--- src/hw/rtl/ibu_pkg.sv ---
// Shared constants, types and register codes of the integer bilinear upscaler.
package ibu_pkg;

    localparam int MAX_WIDTH  = 1024;
    localparam int MAX_SCALE  = 4;
    localparam int MAX_HEIGHT = 4096;

    localparam int CH_W     = 8;
    localparam int NUM_CH   = 3;
    localparam int PIX_W    = CH_W * NUM_CH;
    localparam int COL_W    = $clog2(MAX_WIDTH);
    localparam int ROW_W    = $clog2(MAX_HEIGHT);
    localparam int IMG_W_W  = 11;
    localparam int IMG_H_W  = 13;
    localparam int SCALE_W  = 3;
    localparam int MODE_W   = 1;
    localparam int X_W      = 12;
    localparam int Y_W      = 14;
    localparam int WGT_W    = 3;
    localparam int TOP_W    = 10;
    localparam int SUM_W    = 12;
    localparam int NUM_BLK  = 4;

    // Division by nine as a multiplication by a scaled reciprocal.
    localparam int RECIP_W  = 13;
    localparam int RECIP_SH = 16;
    localparam logic [RECIP_W-1:0] RECIP9 = RECIP_W'(7282);

    localparam int CFG_IDX_W  = 2;
    localparam int CFG_DATA_W = 13;

    typedef enum logic [CFG_IDX_W-1:0] {
        CFG_IMAGE_WIDTH,
        CFG_IMAGE_HEIGHT,
        CFG_SCALE_FACTOR,
        CFG_INTERP_MODE
    } t_cfg_idx;

    // Side information that travels beside the lane data.
    typedef struct packed {
        logic [X_W-1:0]     x;
        logic [Y_W-1:0]     y;
        logic               last;
        logic [SCALE_W-1:0] scale;
    } t_meta;

    typedef struct packed {
        t_meta              m;
        logic [WGT_W-1:0]   wy0;
        logic [WGT_W-1:0]   wy1;
    } t_stage1;

    typedef struct packed {
        logic [X_W-1:0]  x;
        logic [Y_W-1:0]  y;
        logic [CH_W-1:0] red;
        logic [CH_W-1:0] green;
        logic [CH_W-1:0] blue;
        logic            last;
    } t_result;

endpackage

--- src/hw/rtl/ibu_merge.sv ---
// Merging stage: divides the lane sums by the block area and holds the result register.
module ibu_merge (
    input  logic                                         i_clk,
    input  logic                                         i_rst_n,
    input  logic                                         i_load,
    input  ibu_pkg::t_meta                               i_meta,
    input  logic [ibu_pkg::NUM_CH-1:0][ibu_pkg::SUM_W-1:0] i_sum,
    input  logic                                         i_ready,
    output logic                                         o_valid,
    output ibu_pkg::t_result                             o_res,
    output logic                                         o_en
);
    localparam int PROD_W = ibu_pkg::SUM_W + ibu_pkg::RECIP_W;

    logic                                          r_valid;
    ibu_pkg::t_result                              r_res;
    ibu_pkg::t_result                              n_res;
    logic [ibu_pkg::NUM_CH-1:0][ibu_pkg::CH_W-1:0] w_q;
    logic                                          w_en;

    function automatic logic [ibu_pkg::CH_W-1:0] f_div(
        input logic [ibu_pkg::SUM_W-1:0]   sum,
        input logic [ibu_pkg::SCALE_W-1:0] s
    );
        logic [PROD_W-1:0] prod;
        prod = PROD_W'(sum) * PROD_W'(ibu_pkg::RECIP9);
        case (s)
            3'd2:    f_div = sum[2 +: ibu_pkg::CH_W];
            3'd3:    f_div = prod[ibu_pkg::RECIP_SH +: ibu_pkg::CH_W];
            3'd4:    f_div = sum[4 +: ibu_pkg::CH_W];
            default: f_div = sum[ibu_pkg::CH_W-1:0];
        endcase
    endfunction

    always_comb begin
        for (int k = 0; k < ibu_pkg::NUM_CH; k++) begin
            w_q[k] = f_div(i_sum[k], i_meta.scale);
        end
        n_res.x     = i_meta.x;
        n_res.y     = i_meta.y;
        n_res.red   = w_q[0];
        n_res.green = w_q[1];
        n_res.blue  = w_q[2];
        n_res.last  = i_meta.last;
    end

    // The whole pipeline advances only when the result register can take a new value.
    assign w_en = !r_valid || i_ready;

    always_ff @(posedge i_clk) begin
        if (!i_rst_n) begin
            r_valid <= 1'b0;
        end else if (w_en) begin
            r_valid <= i_load;
        end
        if (w_en && i_load) begin
            r_res <= n_res;
        end
    end

    assign o_valid = r_valid;
    assign o_res   = r_res;
    assign o_en    = w_en;
endmodule

--- config.mk ---
export PLATFORM = sky130hd
export DESIGN_NAME = ibu_merge
export DESIGN_NICKNAME = d
export VERILOG_FILES = /design/src/hw/rtl/ibu_pkg.sv /design/src/hw/rtl/ibu_merge.sv
export SDC_FILE = /design/constraint.sdc
export NUM_CORES = 1
export LEC_CHECK = 0
export BUFFER_PORTS_ARGS = -buffer_cell sky130_fd_sc_hd__buf_2
export CELL_PAD_IN_SITES_DETAIL_PLACEMENT = 0
export CELL_PAD_IN_SITES_GLOBAL_PLACEMENT = 1
export CORE_MARGIN = 2
export CORE_UTILIZATION = 50
export DETAILED_ROUTE_END_ITERATION = 6
export PLACE_DENSITY = 0.95
export SETUP_SLACK_MARGIN = 0.3
export SLEW_MARGIN = 20
export SYNTH_ARGS = -nofsm -noshare
export SYNTH_HDL_FRONTEND = slang
export SYNTH_SLANG_ARGS = --single-unit
--- constraint.sdc ---
create_clock -name i_clk -period 9.4 [get_ports i_clk]
set_input_delay 0.47 -clock i_clk [delete_from_list [all_inputs] [get_ports i_clk]]
set_output_delay 0.47 -clock i_clk [all_outputs]
set_load 0.005 [all_outputs]
==> out/metrics.yaml <==
cells_and_area:
  drive_above_1_share_pct: 14.6
  stdcell_area_um2: 9520
  finalNetCount: 1325
  final_util_pct: 57.2
  final-instance-count-excl-fill: 1191
  layout_common_cells: "ha_1 (198), inv_1 (170), buf_2 (122), fa_1 (87), edfxtp_1 (51)"
  fill_cells: 1468
  n_antenna_cell: 0
  mostFrequentLayoutCell: "ha_1"
  area_delta_synth_final_pct: 11.5
global_route:
  grt_pass1_vias: 6714
  grt_max_degree: 52
  gr-total-overflow: 0
  grt_usage_pct: 24.9
  antenna_found_initial: 0
  grt_pass1_wl_um: 34700
worst_setup_path:
  crit_path_max_fanout: 5
  r2r_slack_ps: 7890
  setup.worst_path.class: "in2reg"
  crit_required_ps: 9460
  cp.arrival_ps: 5060
  crit_path_end_kind: "flop"
  worstSetupStartpointType: "input pin"
floorplan:
  io_pins: 123
  core_um2: 16600
  fp.dieW_um: 135
  rows: 47
  die_area_um2: 18100
  initial_utilization_pct: 51.3
  die_h_um: 135
detailed_routing:
  wl_per_cell_um: 18.5
  drc: 0
  drt_wl_total_um: 22000
  routed-via-count: 6654
  ant_nets: 0
  first_pass_iters: 5
  via_per_inst: 5.59
  drt_first_iter_violations: 506
synth:
  synthesis.nets: 1212
  synthFlopType: "edfxtp_1"
  ys_seq_elements: 52
  synth_area_um2: 8540
  synth_edf_count: 51
  seq_area_frac_synth_pct: 18.2
  postSynthAreaPerCell_um2: 9.96
  netlist-cell-type-count: 51
  async_reset_ff_share_pct: 0
  synth_cells: 857
  yosysWarnings: 0
sta:
  tns_ps: 0
  fmax_ghz: 0.200
  worst_slack_ps: 4400
  setup-violations-final: 0
  fin_crit_ps: 5000
  finClkSkew_ps: 19.5
  slew-limit-headroom_pct: 29.6
  hold-worst-slack_ps: 325
  min_period_over_period_pct: 53.2
  finalHoldViolations: 0
  slew_viol_final: 0
  worst_pin_slew_ps: 1050
  rsz0062_at_grt: "no"
power:
  powerDensity_nw_per_um2: 253
  ir_worst_vdd_mv: 0.187
  p_leak_nw: 4.98
  total_power_mw: 2.41
cts:
  cts_buffers: 5
  ctsHtreeMaxLevel: 2
  cts_buffer_depth: 2
  cts_tree: "yes"
  clkSinkCount: 52
  insertion_delay_ps: 320
  postCtsSetupRepairBufs: 0
  cts_resized: 0
  clk_pin_slew_ps: 90
  root_buffer: "clkbuf_16"
  cts_hold_buf: 0
placed_design:
  gp_congestion: 0.981
  dp_hpwl_um: 18000
  pre_cts_ws_ps: 4160
  port_buffers: 122
  dpl.cell_count: 1183
  postPlaceCellArea_um2: 9350
min_path:
  hold_class: "in2reg"
outcome:
  status: "finished clean"
job:
  max_cap_viol_count: 0
==> area by class of cell <==
cell class / count / area, um^2 / share of cell area (%)
multi-input cells: 616 / 6250 / 65.7
clock buffers: 5 / 125 / 1.31
inverters: 170 / 638 / 6.70
clock inverters: 3 / 46.3 / 0.486
flip-flops and latches: 52 / 1550 / 16.3
repair buffers: 125 / 633 / 6.65
well taps: 220 / 275 / 2.89
==> final timing paths <==
| kind | startpoint | to | cells past startpoint |
|---|---|---|---|
| worst max-delay path | i_sum[14] | o_res[15] | 21 |
| worst max register to register | o_valid | o_res[31] | 3 |
| worst min-delay path | i_meta[9] | o_res[30] | 1 |
| worst min register to register | o_valid | o_valid | 2 |
==> sequential cells by signal (all words and copies together) (netlist names) <==
signal / cells
o_valid: 1
o_res: 51
==> Yosys cell counts, types with 7 or more instances <==
cell type | instances | share of area, %
inv_1 | 170 | 7.5
clkbuf_1 | 13 | 0.57
nand2_1 | 42 | 1.8
xnor2_1 | 27 | 2.8
edfxtp_1 | 51 | 18
xor2_1 | 14 | 1.4
a21o_1 | 16 | 1.4
fa_1 | 87 | 20
nand3_1 | 8 | 0.47
o22ai_1 | 10 | 0.73
a221oi_1 | 7 | 0.72
ha_1 | 198 | 29
nor2_1 | 33 | 1.5
a21oi_1 | 49 | 2.9
o21ai_0 | 40 | 2.3
nand4_1 | 10 | 0.73
==> kinds of logic after synthesis <==
kind of cell | synth area share, %
buffers and inverters | 8.63
adder cells (fa/ha/maj) | 49.4
AO/OA/AOI/OAI | 13.5
XOR/XNOR | 4.21
flip-flops | 18.2
AND/OR/NAND/NOR | 6.07
==> where the power goes <==
| part | switching [mW] | internal [mW] | leakage (nW) |
|---|---|---|---|
| clock | 0.0990 | 0.127 | 0.0804 |
| sequential | 0.00618 | 0.282 | 0.501 |
| combinational | 1.10 | 0.791 | 4.40 |
| total | 1.21 | 1.20 | 4.98 |
==> layer usage <==
metal	wire length, um	GRT usage (%)
met1	9460	33.7
met2	10300	41.4
met3	1660	3.64
met4	518	7.54
met5	0	0
==> worst max-delay path: stages <==
cell and delay (ps):
buf_2 160, inv_1 80, fa_1 500, inv_1 60, ha_1 310, inv_1 70, fa_1 530, inv_1 60
fa_1 510, inv_1 60, fa_1 530, inv_1 40, ha_1 330, a21oi_1 130, o21ai_0 100, nand3_1 100
o31ai_2 90, a311oi_1 500, o21ai_1 160, xnor2_1 170, a21oi_1 90
No activity file was read; power rests on OpenSTA's default activity.
