File: config.mk
export PLATFORM = sky130hd
export DESIGN_NAME = ibu_lane
export DESIGN_NICKNAME = d
export VERILOG_FILES = /design/src/hw/rtl/ibu_pkg.sv /design/src/hw/rtl/ibu_lane.sv
export SDC_FILE = /design/constraint.sdc
export NUM_CORES = 1
export LEC_CHECK = 0
export ABC_AREA = 1
export BUFFER_PORTS_ARGS = -buffer_cell sky130_fd_sc_hd__buf_2
export CAP_MARGIN = 15
export CORE_MARGIN = 2
export CORE_UTILIZATION = 55
export DETAILED_ROUTE_END_ITERATION = 8
export PLACE_DENSITY_LB_ADDON = 0.25
export SLEW_MARGIN = 20
export SYNTH_ARGS = -nofsm -noshare
export SYNTH_HDL_FRONTEND = slang
export SYNTH_SLANG_ARGS = --single-unit
export TNS_END_PERCENT = 20
File: constraint.sdc
create_clock -name i_clk -period 6.49 [get_ports i_clk]
set_clock_uncertainty 0.2 [all_clocks]
set_input_delay 1.947 -clock i_clk [delete_from_list [all_inputs] [get_ports i_clk]]
set_output_delay 1.947 -clock i_clk [all_outputs]
set_load 0.02 [all_outputs]
File: src/hw/rtl/ibu_pkg.sv
// Shared constants, types and register codes of the integer bilinear upscaler.
package ibu_pkg;

    localparam int MAX_WIDTH  = 1024;
    localparam int MAX_SCALE  = 4;
    localparam int MAX_HEIGHT = 4096;

    localparam int CH_W     = 8;
    localparam int NUM_CH   = 3;
    localparam int PIX_W    = CH_W * NUM_CH;
    localparam int COL_W    = $clog2(MAX_WIDTH);
    localparam int ROW_W    = $clog2(MAX_HEIGHT);
    localparam int IMG_W_W  = 11;
    localparam int IMG_H_W  = 13;
    localparam int SCALE_W  = 3;
    localparam int MODE_W   = 1;
    localparam int X_W      = 12;
    localparam int Y_W      = 14;
    localparam int WGT_W    = 3;
    localparam int TOP_W    = 10;
    localparam int SUM_W    = 12;
    localparam int NUM_BLK  = 4;

    // Division by nine as a multiplication by a scaled reciprocal.
    localparam int RECIP_W  = 13;
    localparam int RECIP_SH = 16;
    localparam logic [RECIP_W-1:0] RECIP9 = RECIP_W'(7282);

    localparam int CFG_IDX_W  = 2;
    localparam int CFG_DATA_W = 13;

    typedef enum logic [CFG_IDX_W-1:0] {
        CFG_IMAGE_WIDTH,
        CFG_IMAGE_HEIGHT,
        CFG_SCALE_FACTOR,
        CFG_INTERP_MODE
    } t_cfg_idx;

    // Side information that travels beside the lane data.
    typedef struct packed {
        logic [X_W-1:0]     x;
        logic [Y_W-1:0]     y;
        logic               last;
        logic [SCALE_W-1:0] scale;
    } t_meta;

    typedef struct packed {
        t_meta              m;
        logic [WGT_W-1:0]   wy0;
        logic [WGT_W-1:0]   wy1;
    } t_stage1;

    typedef struct packed {
        logic [X_W-1:0]  x;
        logic [Y_W-1:0]  y;
        logic [CH_W-1:0] red;
        logic [CH_W-1:0] green;
        logic [CH_W-1:0] blue;
        logic            last;
    } t_result;

endpackage

File: src/hw/rtl/ibu_lane.sv
// One colour channel of the bilinear blend: horizontal then vertical weighting.
module ibu_lane (
    input  logic                        i_clk,
    input  logic                        i_en,
    input  logic [ibu_pkg::CH_W-1:0]    i_ul,
    input  logic [ibu_pkg::CH_W-1:0]    i_ur,
    input  logic [ibu_pkg::CH_W-1:0]    i_ll,
    input  logic [ibu_pkg::CH_W-1:0]    i_lr,
    input  logic [ibu_pkg::WGT_W-1:0]   i_wx0,
    input  logic [ibu_pkg::WGT_W-1:0]   i_wx1,
    input  logic [ibu_pkg::WGT_W-1:0]   i_wy0,
    input  logic [ibu_pkg::WGT_W-1:0]   i_wy1,
    output logic [ibu_pkg::SUM_W-1:0]   o_sum
);
    logic [ibu_pkg::TOP_W-1:0] n_top;
    logic [ibu_pkg::TOP_W-1:0] n_bot;
    logic [ibu_pkg::TOP_W-1:0] r_top;
    logic [ibu_pkg::TOP_W-1:0] r_bot;
    logic [ibu_pkg::SUM_W-1:0] n_sum;
    logic [ibu_pkg::SUM_W-1:0] r_sum;

    // The weights never exceed the scale, so the products stay within their widths.
    always_comb begin
        n_top = ibu_pkg::TOP_W'(i_wx0) * ibu_pkg::TOP_W'(i_ul)
              + ibu_pkg::TOP_W'(i_wx1) * ibu_pkg::TOP_W'(i_ur);
        n_bot = ibu_pkg::TOP_W'(i_wx0) * ibu_pkg::TOP_W'(i_ll)
              + ibu_pkg::TOP_W'(i_wx1) * ibu_pkg::TOP_W'(i_lr);
        n_sum = ibu_pkg::SUM_W'(i_wy0) * ibu_pkg::SUM_W'(r_top)
              + ibu_pkg::SUM_W'(i_wy1) * ibu_pkg::SUM_W'(r_bot);
    end

    always_ff @(posedge i_clk) begin
        if (i_en) begin
            r_top <= n_top;
            r_bot <= n_bot;
            r_sum <= n_sum;
        end
    end

    assign o_sum = r_sum;
endmodule

==> results.toml, run 1 <==
[route]
ant_nets = 0
vias_per_cell = 4.65
wl_per_cell_um = 11.1
drc_errors = 0
drt_iter0_drc = 96
wirelength_um = 10500
firstDrtPassIters = 4
dr_total_vias = 4412

[yosys]
syn_avg_cell_area_um2 = 7.59
synthSimpleGateAreaFrac_pct = 17.7
async_flop_share_pct = 0
synth_flop_cell = "edfxtp_1"
yosysMostFrequentCell = "inv_1"
synth_top_family_by_area = "adder cells"
ys_warn_count = 0
synthAdderAreaFrac_pct = 40.1
ys_top_cells_by_count = "inv_1, nand2_1, fa_1"
syn_nets = 945
synthTopCellsByArea = "fa_1, inv_1, edfxtp_1"
synth_edf_count = 32
ys_seq_area_share_pct = 16.5
ys_ff_latch = 32
yosysUniqueCellTypes = 22
syn_area_um2 = 5810
post_synth_xor_area_fraction_pct = 3.92
synth_cells = 766
synth_top_cell_area_share_pct = 30.6
synth_top_area_cell = "fa_1"
synth-compound-area-share_pct = 2.15
synthMuxAreaShare_pct = 0

[global_routing]
antenna_found_initial = 0
grt_pass1_vias = 4616
grtUsageTotal_pct = 20.9
overflow = 0
grt_max_degree = 33
grt_pass1_wl_um = 19200

[power_and_ir_drop]
internal_power_mw = 1.51
power.density_nw_per_um2 = 489
p_sw_mw = 1.56
p_leak_nw = 4.18
irDropWorstVdd_mv = 0.417
pwr-share-clk_pct = 6.2
pwr-share-seq_pct = 16.3
switching_share_pct = 50.8
combPwrFrac_pct = 77.5

[min_path]
holdPathStages = 3
min_from = "r_top[0]"
min_to = "o_sum[0]"
hold_class = "reg -> reg"

[clock_network]
hold_buffers = 0
clk_pin_slew_ns = 0.07
post-cts-setup-buffer-count = 0
cts_made_buffers = 5
cts_sinks = 32
cts_root_buffer = "clkbuf_8"
cts_tree = "done"
h-tree-depth = 2
clock_path_buffers = 2
clkLatencyLatePin_ns = 0.30
post_cts_resized = 0

[floorplanning]
rows = 37
die_y_um = 107
core_um2 = 10300
die-area_um2 = 11400
initial_core_util_pct = 56.6
io-pin-count = 58
die_w_um = 107

[timing]
period_share_pct = 80.8
rsz0062_at_grt = "no"
slew_headroom_pct = 54.1
setup_viol = 0
final-hold-violation-count = 0
hold_ws_ns = 0.495
post-route-min-period_ns = 5.25
maxSlewViolCount = 0
clock.fmax_mhz = 191
fin_setup_tns_ns = 0
worst_slew_pin_slew_ns = 0.688

[setup_path]
crit_required_ns = 6.35
crit_start = "i_wy1[2]"
r2r-start = "r_top[0]"
worstPathCellList = "buf_2 > nand2_1 > fa_1 > fa_1 > fa_1 > inv_1 > ha_1 > fa_1 > nand3_1 > nand3_1 > nand3_1 > nand2_1 > xor2_1"
cpPeakStageDelay_ns = 0.55
path_class = "in -> reg"
crit_top_cell = "fa_1"
cp-start-kind = "primary input"
r2r_end = "o_sum[10]"
endpoint_kind = "flip-flop"
cp_data_arrival_time_ns = 5.10
r2r_cells = 14
critical_path.slowest_cell = "fa_1"
r2r_slack_ns = 2.69
cp_max_fo = 10

[placement]
placed_area_um2 = 6170
portBuffers = 57
dp.final_hpwl_um = 9260
gp_congestion = 0.907

[final_layout]
regArea_um2 = 961
drive_gt1_share_pct = 8.73
num_antenna_cells = 0
multi_input_area_um2 = 3710
fillers = 950
syn_to_final_growth_pct = 7.98
final_area_um2 = 6280
final_nets = 991

[run_status]
status = "complete, no violations"

[flow_run]
drv_cap = 0
==> sequential cells by signal, indices dropped and copies added, names as in the netlist <==
| name | count |
|---|---|
| o_sum | 12 |
| r_top | 10 |
| r_bot | 10 |
==> power by group through the flow <==
stage	Combinational [mW]	Clock, mW	Sequential [mW]
after detailed placement	2.39	0	0.506
after CTS	2.40	0.195	0.502
after global placement	2.29	0	0.505
after global routing	2.77	0.201	0.512
after floorplan	1.83	0	0.544
final	2.38	0.190	0.501
==> final cells by class <==
cell class	instances	share of cell area, %
multi-input combinational	438	59.1
inverter	278	16.6
sequential	32	15.3
timing repair buffer	57	4.54
tap	136	2.71
clock buffer	5	1.10
clock inverter	3	0.598
==> how the worst max path moves through the flow <==
stage                      endpoint  slack [ns]  depth (start not counted)
after floorplan           o_sum[10]        1.08                         13
after global placement    o_sum[10]         1.0                         13
after detailed placement  o_sum[10]        0.92                         13
after CTS                 o_sum[10]        1.23                         13
after global routing      o_sum[10]        1.07                         15
final                     o_sum[10]        1.24                         13
==> kinds of logic (layout without fill, tap and decap cells) <==
logic type,after synthesis,count (layout)
buffers and inverters,296,343
AND/OR/NAND/NOR,257,257
adder cells (fa/ha/maj),133,133
flip-flops,32,32
XOR/XNOR,26,26
AO/OA/AOI/OAI,22,22
==> cell usage in the layout (no fill, tap or decap) <==
cell type  Yosys  layout
o21a_1         1       1
nor2_2         1       1
nor2_1        12      12
inv_1        277     277
clkbuf_8       0       5
nand2_2        4       4
xor2_1        15      15
bufinv_16      0       1
nand2_4        2       2
buf_2          6      57
nand3_1       20      20
o21bai_1       1       1
nand4_1        4       4
inv_2          1       1
ha_1          44      44
a21oi_1       16      16
xnor2_1       11      11
nand2_1      214     214
edfxtp_1      32      32
clkinv_1       0       2
fa_1          89      89
a21o_1         4       4
==> worst max-delay path, delay by kind of cell <==
kind | cells | cell delay, ns
buf+inv | 2 | 0.24
xor+xnor | 1 | 0.14
simple gates | 5 | 0.46
fa+ha+maj | 5 | 2.30
==> per-layer routing <==
| layer | GRT usage [%] | up-vias | part of all wire, % | wire, um |
|---|---|---|---|---|
| li1 | - | 2229 | - | - |
| met1 | 23.6 | 2053 | 41 | 4250 |
| met2 | 39.8 | 103 | 53 | 5560 |
| met3 | 2.43 | 27 | 3.5 | 362 |
| met4 | 7.88 | 0 | 3.0 | 316 |
| met5 | 0 | - | 0 | 0 |
==> stage by stage <==
| stage | std cells | utilization [%] | worst slack [ns] | total power [mW] |
|---|---|---|---|---|
| final | 949 | 61.1 | 1.24 | 3.07 |
| after global routing | 949 | 61.1 | 1.07 | 3.48 |
| after CTS | 949 | 61.1 | 1.23 | 3.10 |
| after detailed placement | 941 | 60.1 | 0.916 | 2.90 |
| after global placement | 941 | 60.1 | 0.996 | 2.79 |
| after floorplan | 766 | - | 1.08 | 2.38 |
Power figures use the tool's default switching activity.
==> run 2, diff against run 1 <==
==> constraint.sdc (replaced) <==
create_clock -name i_clk -period 4.7 [get_ports i_clk]
set_clock_uncertainty 0.2 [all_clocks]
set_input_delay 1.41 -clock i_clk [delete_from_list [all_inputs] [get_ports i_clk]]
set_output_delay 1.41 -clock i_clk [all_outputs]
set_load 0.02 [all_outputs]
==> run 2 against run 1 <==
  * Non-clock buffer count up 44
  * Register-to-register slack worse by 1.7 ns
  * Hold slack better by 0.013 ns
  * Critical path depth up 3
  * Combinational power up 66%
  * Routed wire length up 2.8%
  * Clock power up 36%
==> results.toml, run 2 (synthesis results as in run 1) <==
[final_layout]
multi_input_area_um2 = 3780
final_common_cell = "inv_1"
final_nets = 1035
syn_to_final_growth_pct = 15.5
drive_gt1_share_pct = 14.6
final_cell_mix = "inv_1, nand2_1, fa_1, buf_2, buf_4"
fillers = 933
num_antenna_cells = 0
largest_reg_flops = 12
regArea_um2 = 961

[placement]
dp.final_hpwl_um = 9430
post-place-ws_ns = -0.164
gp_congestion = 0.834
portBuffers = 57

[floorplanning]
die_y_um = 107
initial_core_util_pct = 56.6
rows = 37
die-area_um2 = 11400
core_um2 = 10300
die_w_um = 107
io-pin-count = 58

[timing]
finalWorstSetupSlack_ns = 0.174
setup_viol = 0
final-hold-violation-count = 0
hold_ws_ns = 0.508
maxSlewViolCount = 0
worst_slew_pin_slew_ns = 0.701
slew_headroom_pct = 53.3
period_share_pct = 96.3
post-route-min-period_ns = 4.53
clock.fmax_mhz = 221

[clock_network]
post-cts-setup-buffer-count = 0
cts_tree = "done"
clkLatencyLatePin_ns = 0.29
cts_root_buffer = "clkbuf_8"
clock_path_buffers = 2
cts_sinks = 32
h-tree-depth = 2
cts_made_buffers = 5
clk_pin_slew_ns = 0.07

[power_and_ir_drop]
irDropWorstVdd_mv = 0.738
power.density_nw_per_um2 = 731
p_leak_nw = 4.41

[route]
dr_total_vias = 4581
drc_errors = 0
wirelength_um = 10800
vias_per_cell = 4.61
routed.top_layer = "met4"
ant_nets = 0
firstDrtPassIters = 6
met1_length_um = 4420
met3_length_um = 301
wl_met2_um = 5850
drt_iter0_drc = 135
wl_per_cell_um = 10.9

[setup_path]
cp_data_arrival_time_ns = 4.37
crit_required_ns = 4.55
cp-start-kind = "primary input"
path_class = "in -> reg"
cp_max_fo = 9
endpoint_kind = "flip-flop"

[global_routing]
overflow = 0
grt_max_degree = 33
antenna_found_initial = 0
grt_pass1_vias = 4790
grtUsageTotal_pct = 21.3
grt_pass1_wl_um = 19900

[flow_run]
drv_cap = 0

[min_path]
hold_class = "reg -> reg"

[run_status]
status = "complete, no violations"
[run 2: changes by cell type in the layout (fill, tap and decap cells not counted), sizes merged]
cell,delta
buf,+41
clkbuf,+3
[run 2: where the power goes]
part           leakage [nW]  internal [mW]  switching [mW]  total [mW]
clock                0.0532          0.154           0.105       0.259
sequential            0.313          0.625          0.0721       0.698
combinational          4.04           1.83            2.12        3.95
[run 2: layout make-up]
type	instances	area share, %
clock buffers	5	1.02
clock inverters	3	0.559
inverters	278	15.5
multi-input cells	438	56.3
flip-flops and latches	32	14.3
well taps	136	2.53
repair buffers	101	9.72
[run 2: critical path, cell delays in order]
cell and delay [ns]:
buf_2 0.17, nand2_1 0.09, inv_1 0.06, fa_1 0.51, fa_1 0.55, inv_1 0.05
fa_1 0.53, inv_1 0.04, ha_1 0.32, nand2_1 0.09, nor2_1 0.20, nand3_2 0.13
nand3_2 0.10, inv_1 0.04, nand2_1 0.05, nand2_1 0.04
[run 2: routing by layer]
metal	vias to the layer above	GRT usage, %
met4	0	5.47
met3	25	2.49
met5	-	0
met2	78	41.0
li1	2320	-
met1	2158	24.9
[run 2: per-stage QoR]
step	instance area, um^2	instances	setup TNS [ns]	power (mW)	utilization (%)
floorplan	5840	766	-0.0200	3.29	-
global placement	6530	985	-0.426	4.26	63.6
detailed placement	6530	985	-1.30	4.38	63.6
CTS	6640	993	0	4.66	64.6
global route	6720	993	-0.0227	5.57	65.4
finish	6720	993	0	4.91	65.4
[run 2: path summary, 6_finish.rpt]
path            start   endpoint  slack, ns  cells past startpoint
max reg2reg  r_bot[7]  o_sum[11]       1.03                     15
max          i_wy1[2]  o_sum[11]       0.17                     16
min reg2reg  r_bot[0]   o_sum[0]       0.51                      3
min          r_bot[0]   o_sum[0]       0.51                      3
[run 2: timing repair]
item	in CTS	in global routing
resized for setup	0	16
endpoints found under the setup margin	0	3
hold buffers	0	0
==> run 3, diff against run 2 <==
--- a/config.mk
+++ b/config.mk
@@ -8,10 +8,12 @@
 export ABC_AREA = 1
 export BUFFER_PORTS_ARGS = -buffer_cell sky130_fd_sc_hd__buf_2
 export CAP_MARGIN = 15
+export CORE_ASPECT_RATIO = 2
 export CORE_MARGIN = 2
 export CORE_UTILIZATION = 55
 export DETAILED_ROUTE_END_ITERATION = 8
 export PLACE_DENSITY_LB_ADDON = 0.25
+export RECOVER_POWER = 25
 export SLEW_MARGIN = 20
 export SYNTH_ARGS = -nofsm -noshare
 export SYNTH_HDL_FRONTEND = slang
==> run 3 against run 2 <==
  * The flow now finishes with violations (capacitance limit, slew limit)
  * Total power grew 6.5%
  * Largest power group unchanged
  * Clock-buffer cell count is the same
  * Sequential share of layout area shrank 0.13 points
  * Utilization shrank 0.26 points
  * Routed wire length grew 17%
==> results.toml, run 3 (synthesis results as in run 1) <==
[route]
wl_per_cell_um = 12.7
ant_nets = 0
drt_iter0_drc = 131
vias_per_cell = 4.79
drc_errors = 0
firstDrtPassIters = 6
dr_total_vias = 4763
wirelength_um = 12600

[timing]
hold_ws_ns = 0.474
clock.fmax_mhz = 220
setup_viol = 0
post-route-min-period_ns = 4.55
worst_slew_pin_slew_ns = 1.81
maxSlewViolCount = 33
slew_headroom_pct = -20.6
rsz0062_at_grt = "no"
final-hold-violation-count = 0
period_share_pct = 96.8

[global_routing]
grt_pass1_wl_um = 21100
grtUsageTotal_pct = 23.5
antenna_found_initial = 0
overflow = 0
grt_max_degree = 33
grt_pass1_vias = 5258

[final_layout]
instances_no_fill = 995
final_nets = 1036
drive_gt1_share_pct = 14.9
num_antenna_cells = 0
post-route-util_pct = 65.1
syn_to_final_growth_pct = 16.6
largest_reg_flops = 12
final_cell_mix = "inv_1, nand2_1, fa_1, buf_2, buf_4"
final_common_cell = "inv_1"

[setup_path]
r2r-start = "r_bot[2]"
r2r_cells = 17
crit_required_ns = 4.54
r2r_slack_ns = 1.00
worstPathCellList = "buf_2 > nand2_1 > fa_1 > fa_1 > fa_1 > inv_1 > ha_1 > fa_2 > nand3_1 > nand3_1 > nand3_1 > nand2_1 > xor2_1"
cp-start-kind = "primary input"
cp_max_fo = 9
crit_family = "adder cells"
critical_path.slowest_cell = "fa_1"
cp_data_arrival_time_ns = 4.39
r2r_end = "o_sum[11]"
path_class = "in -> reg"
cpPeakStageDelay_ns = 0.55
critPathBufInv = 2
endpoint_kind = "flip-flop"

[power_and_ir_drop]
switching_share_pct = 48.1
p_sw_mw = 2.52
combPwrFrac_pct = 79.3
p_leak_nw = 4.43
power.density_nw_per_um2 = 772
pwr-share-clk_pct = 7.4
irDropWorstVdd_mv = 0.695
internal_power_mw = 2.71
pwr-share-seq_pct = 13.3

[placement]
portBuffers = 57
dp.final_hpwl_um = 11000
dp.cells = 987
gp_congestion = 0.860

[floorplanning]
io-pin-count = 58
die_y_um = 149
rows = 53
die_w_um = 76.7
core_um2 = 10400
initial_core_util_pct = 55.8
die-area_um2 = 11500

[clock_network]
cts_tree = "done"
cts_sinks = 32
cts_made_buffers = 5
clk_pin_slew_ns = 0.06
clkLatencyLatePin_ns = 0.29
hold_buffers = 0
h-tree-depth = 2
post_cts_resized = 0
cts_root_buffer = "clkbuf_16"
post-cts-setup-buffer-count = 0
clock_path_buffers = 2

[min_path]
min_to = "o_sum[0]"
min_from = "r_bot[0]"
hold_class = "reg -> reg"
holdPathStages = 3

[run_status]
violations = "capacitance limit, slew limit"
status = "finished with violations"

[flow_run]
drv_cap = 1
## run 3: cell count changes in the layout (fill, tap and decap cells not counted), sizes merged
cell / previous run / this run
inv: 278 / 279
buf: 98 / 100
clkinv: 2 / 0
clkbuf: 8 / 7
clkinvlp: 0 / 1
## run 3: worst min-delay path: stages, from the launching register on
cell      delay, ns
edfxtp_1       0.36
nand2_1        0.06
inv_1          0.05
ha_1           0.11
## run 3: power by group through the flow
| stage | clock network [mW] | logic [mW] | registers (mW) |
|---|---|---|---|
| 2_1_floorplan | 0 | 2.54 | 0.751 |
| 3_3_place_gp | 0 | 3.56 | 0.699 |
| 3_5_place_dp | 0 | 3.76 | 0.702 |
| 4_1_cts | 0.393 | 3.77 | 0.697 |
| 5_1_grt | 0.403 | 4.66 | 0.709 |
| 6_report | 0.387 | 4.15 | 0.697 |
## run 3: stage by stage
step	cell area (um^2)	total power, mW	TNS [ns]	setup WS [ns]
after detailed placement	6530	4.46	-1.46	-0.230
after global routing	6780	5.77	0	0.0145
after global placement	6530	4.26	-0.648	-0.109
after floorplan	5840	3.29	-0.0200	-0.0147
after CTS	6700	4.86	0	0.0741
final	6780	5.23	0	0.152
## run 3: final cells by class
class                   count  area, um^2
multi-input cells         438        3790
fillers                   919        3630
inverters                 278        1040
flip-flops and latches     32         961
repair buffers            102         637
well taps                 137         171
clock buffers               5         125
clock inverters             3        46.3
## run 3: worst max path at each step
stage | startpoint | to | slack, ns | cells after the start
5_1_grt | i_wy1[2] | o_sum[10] | 0.01 | 13
2_1_floorplan | i_wx1[1] | r_bot[8] | -0.01 | 14
3_3_place_gp | i_wy0[2] | o_sum[11] | -0.11 | 16
4_1_cts | i_wy1[2] | o_sum[11] | 0.07 | 18
6_report | i_wy1[2] | o_sum[10] | 0.15 | 13
3_5_place_dp | i_wy1[2] | o_sum[11] | -0.23 | 18
## run 3: layer usage
| layer | vias up | wire, um | track usage (%) |
|---|---|---|---|
| met4 | 0 | 679 | 14.1 |
| met3 | 55 | 365 | 3.09 |
| met2 | 128 | 7690 | 51.5 |
| met1 | 2260 | 3860 | 17.6 |
| met5 | - | 0 | 0 |
| li1 | 2320 | - | - |
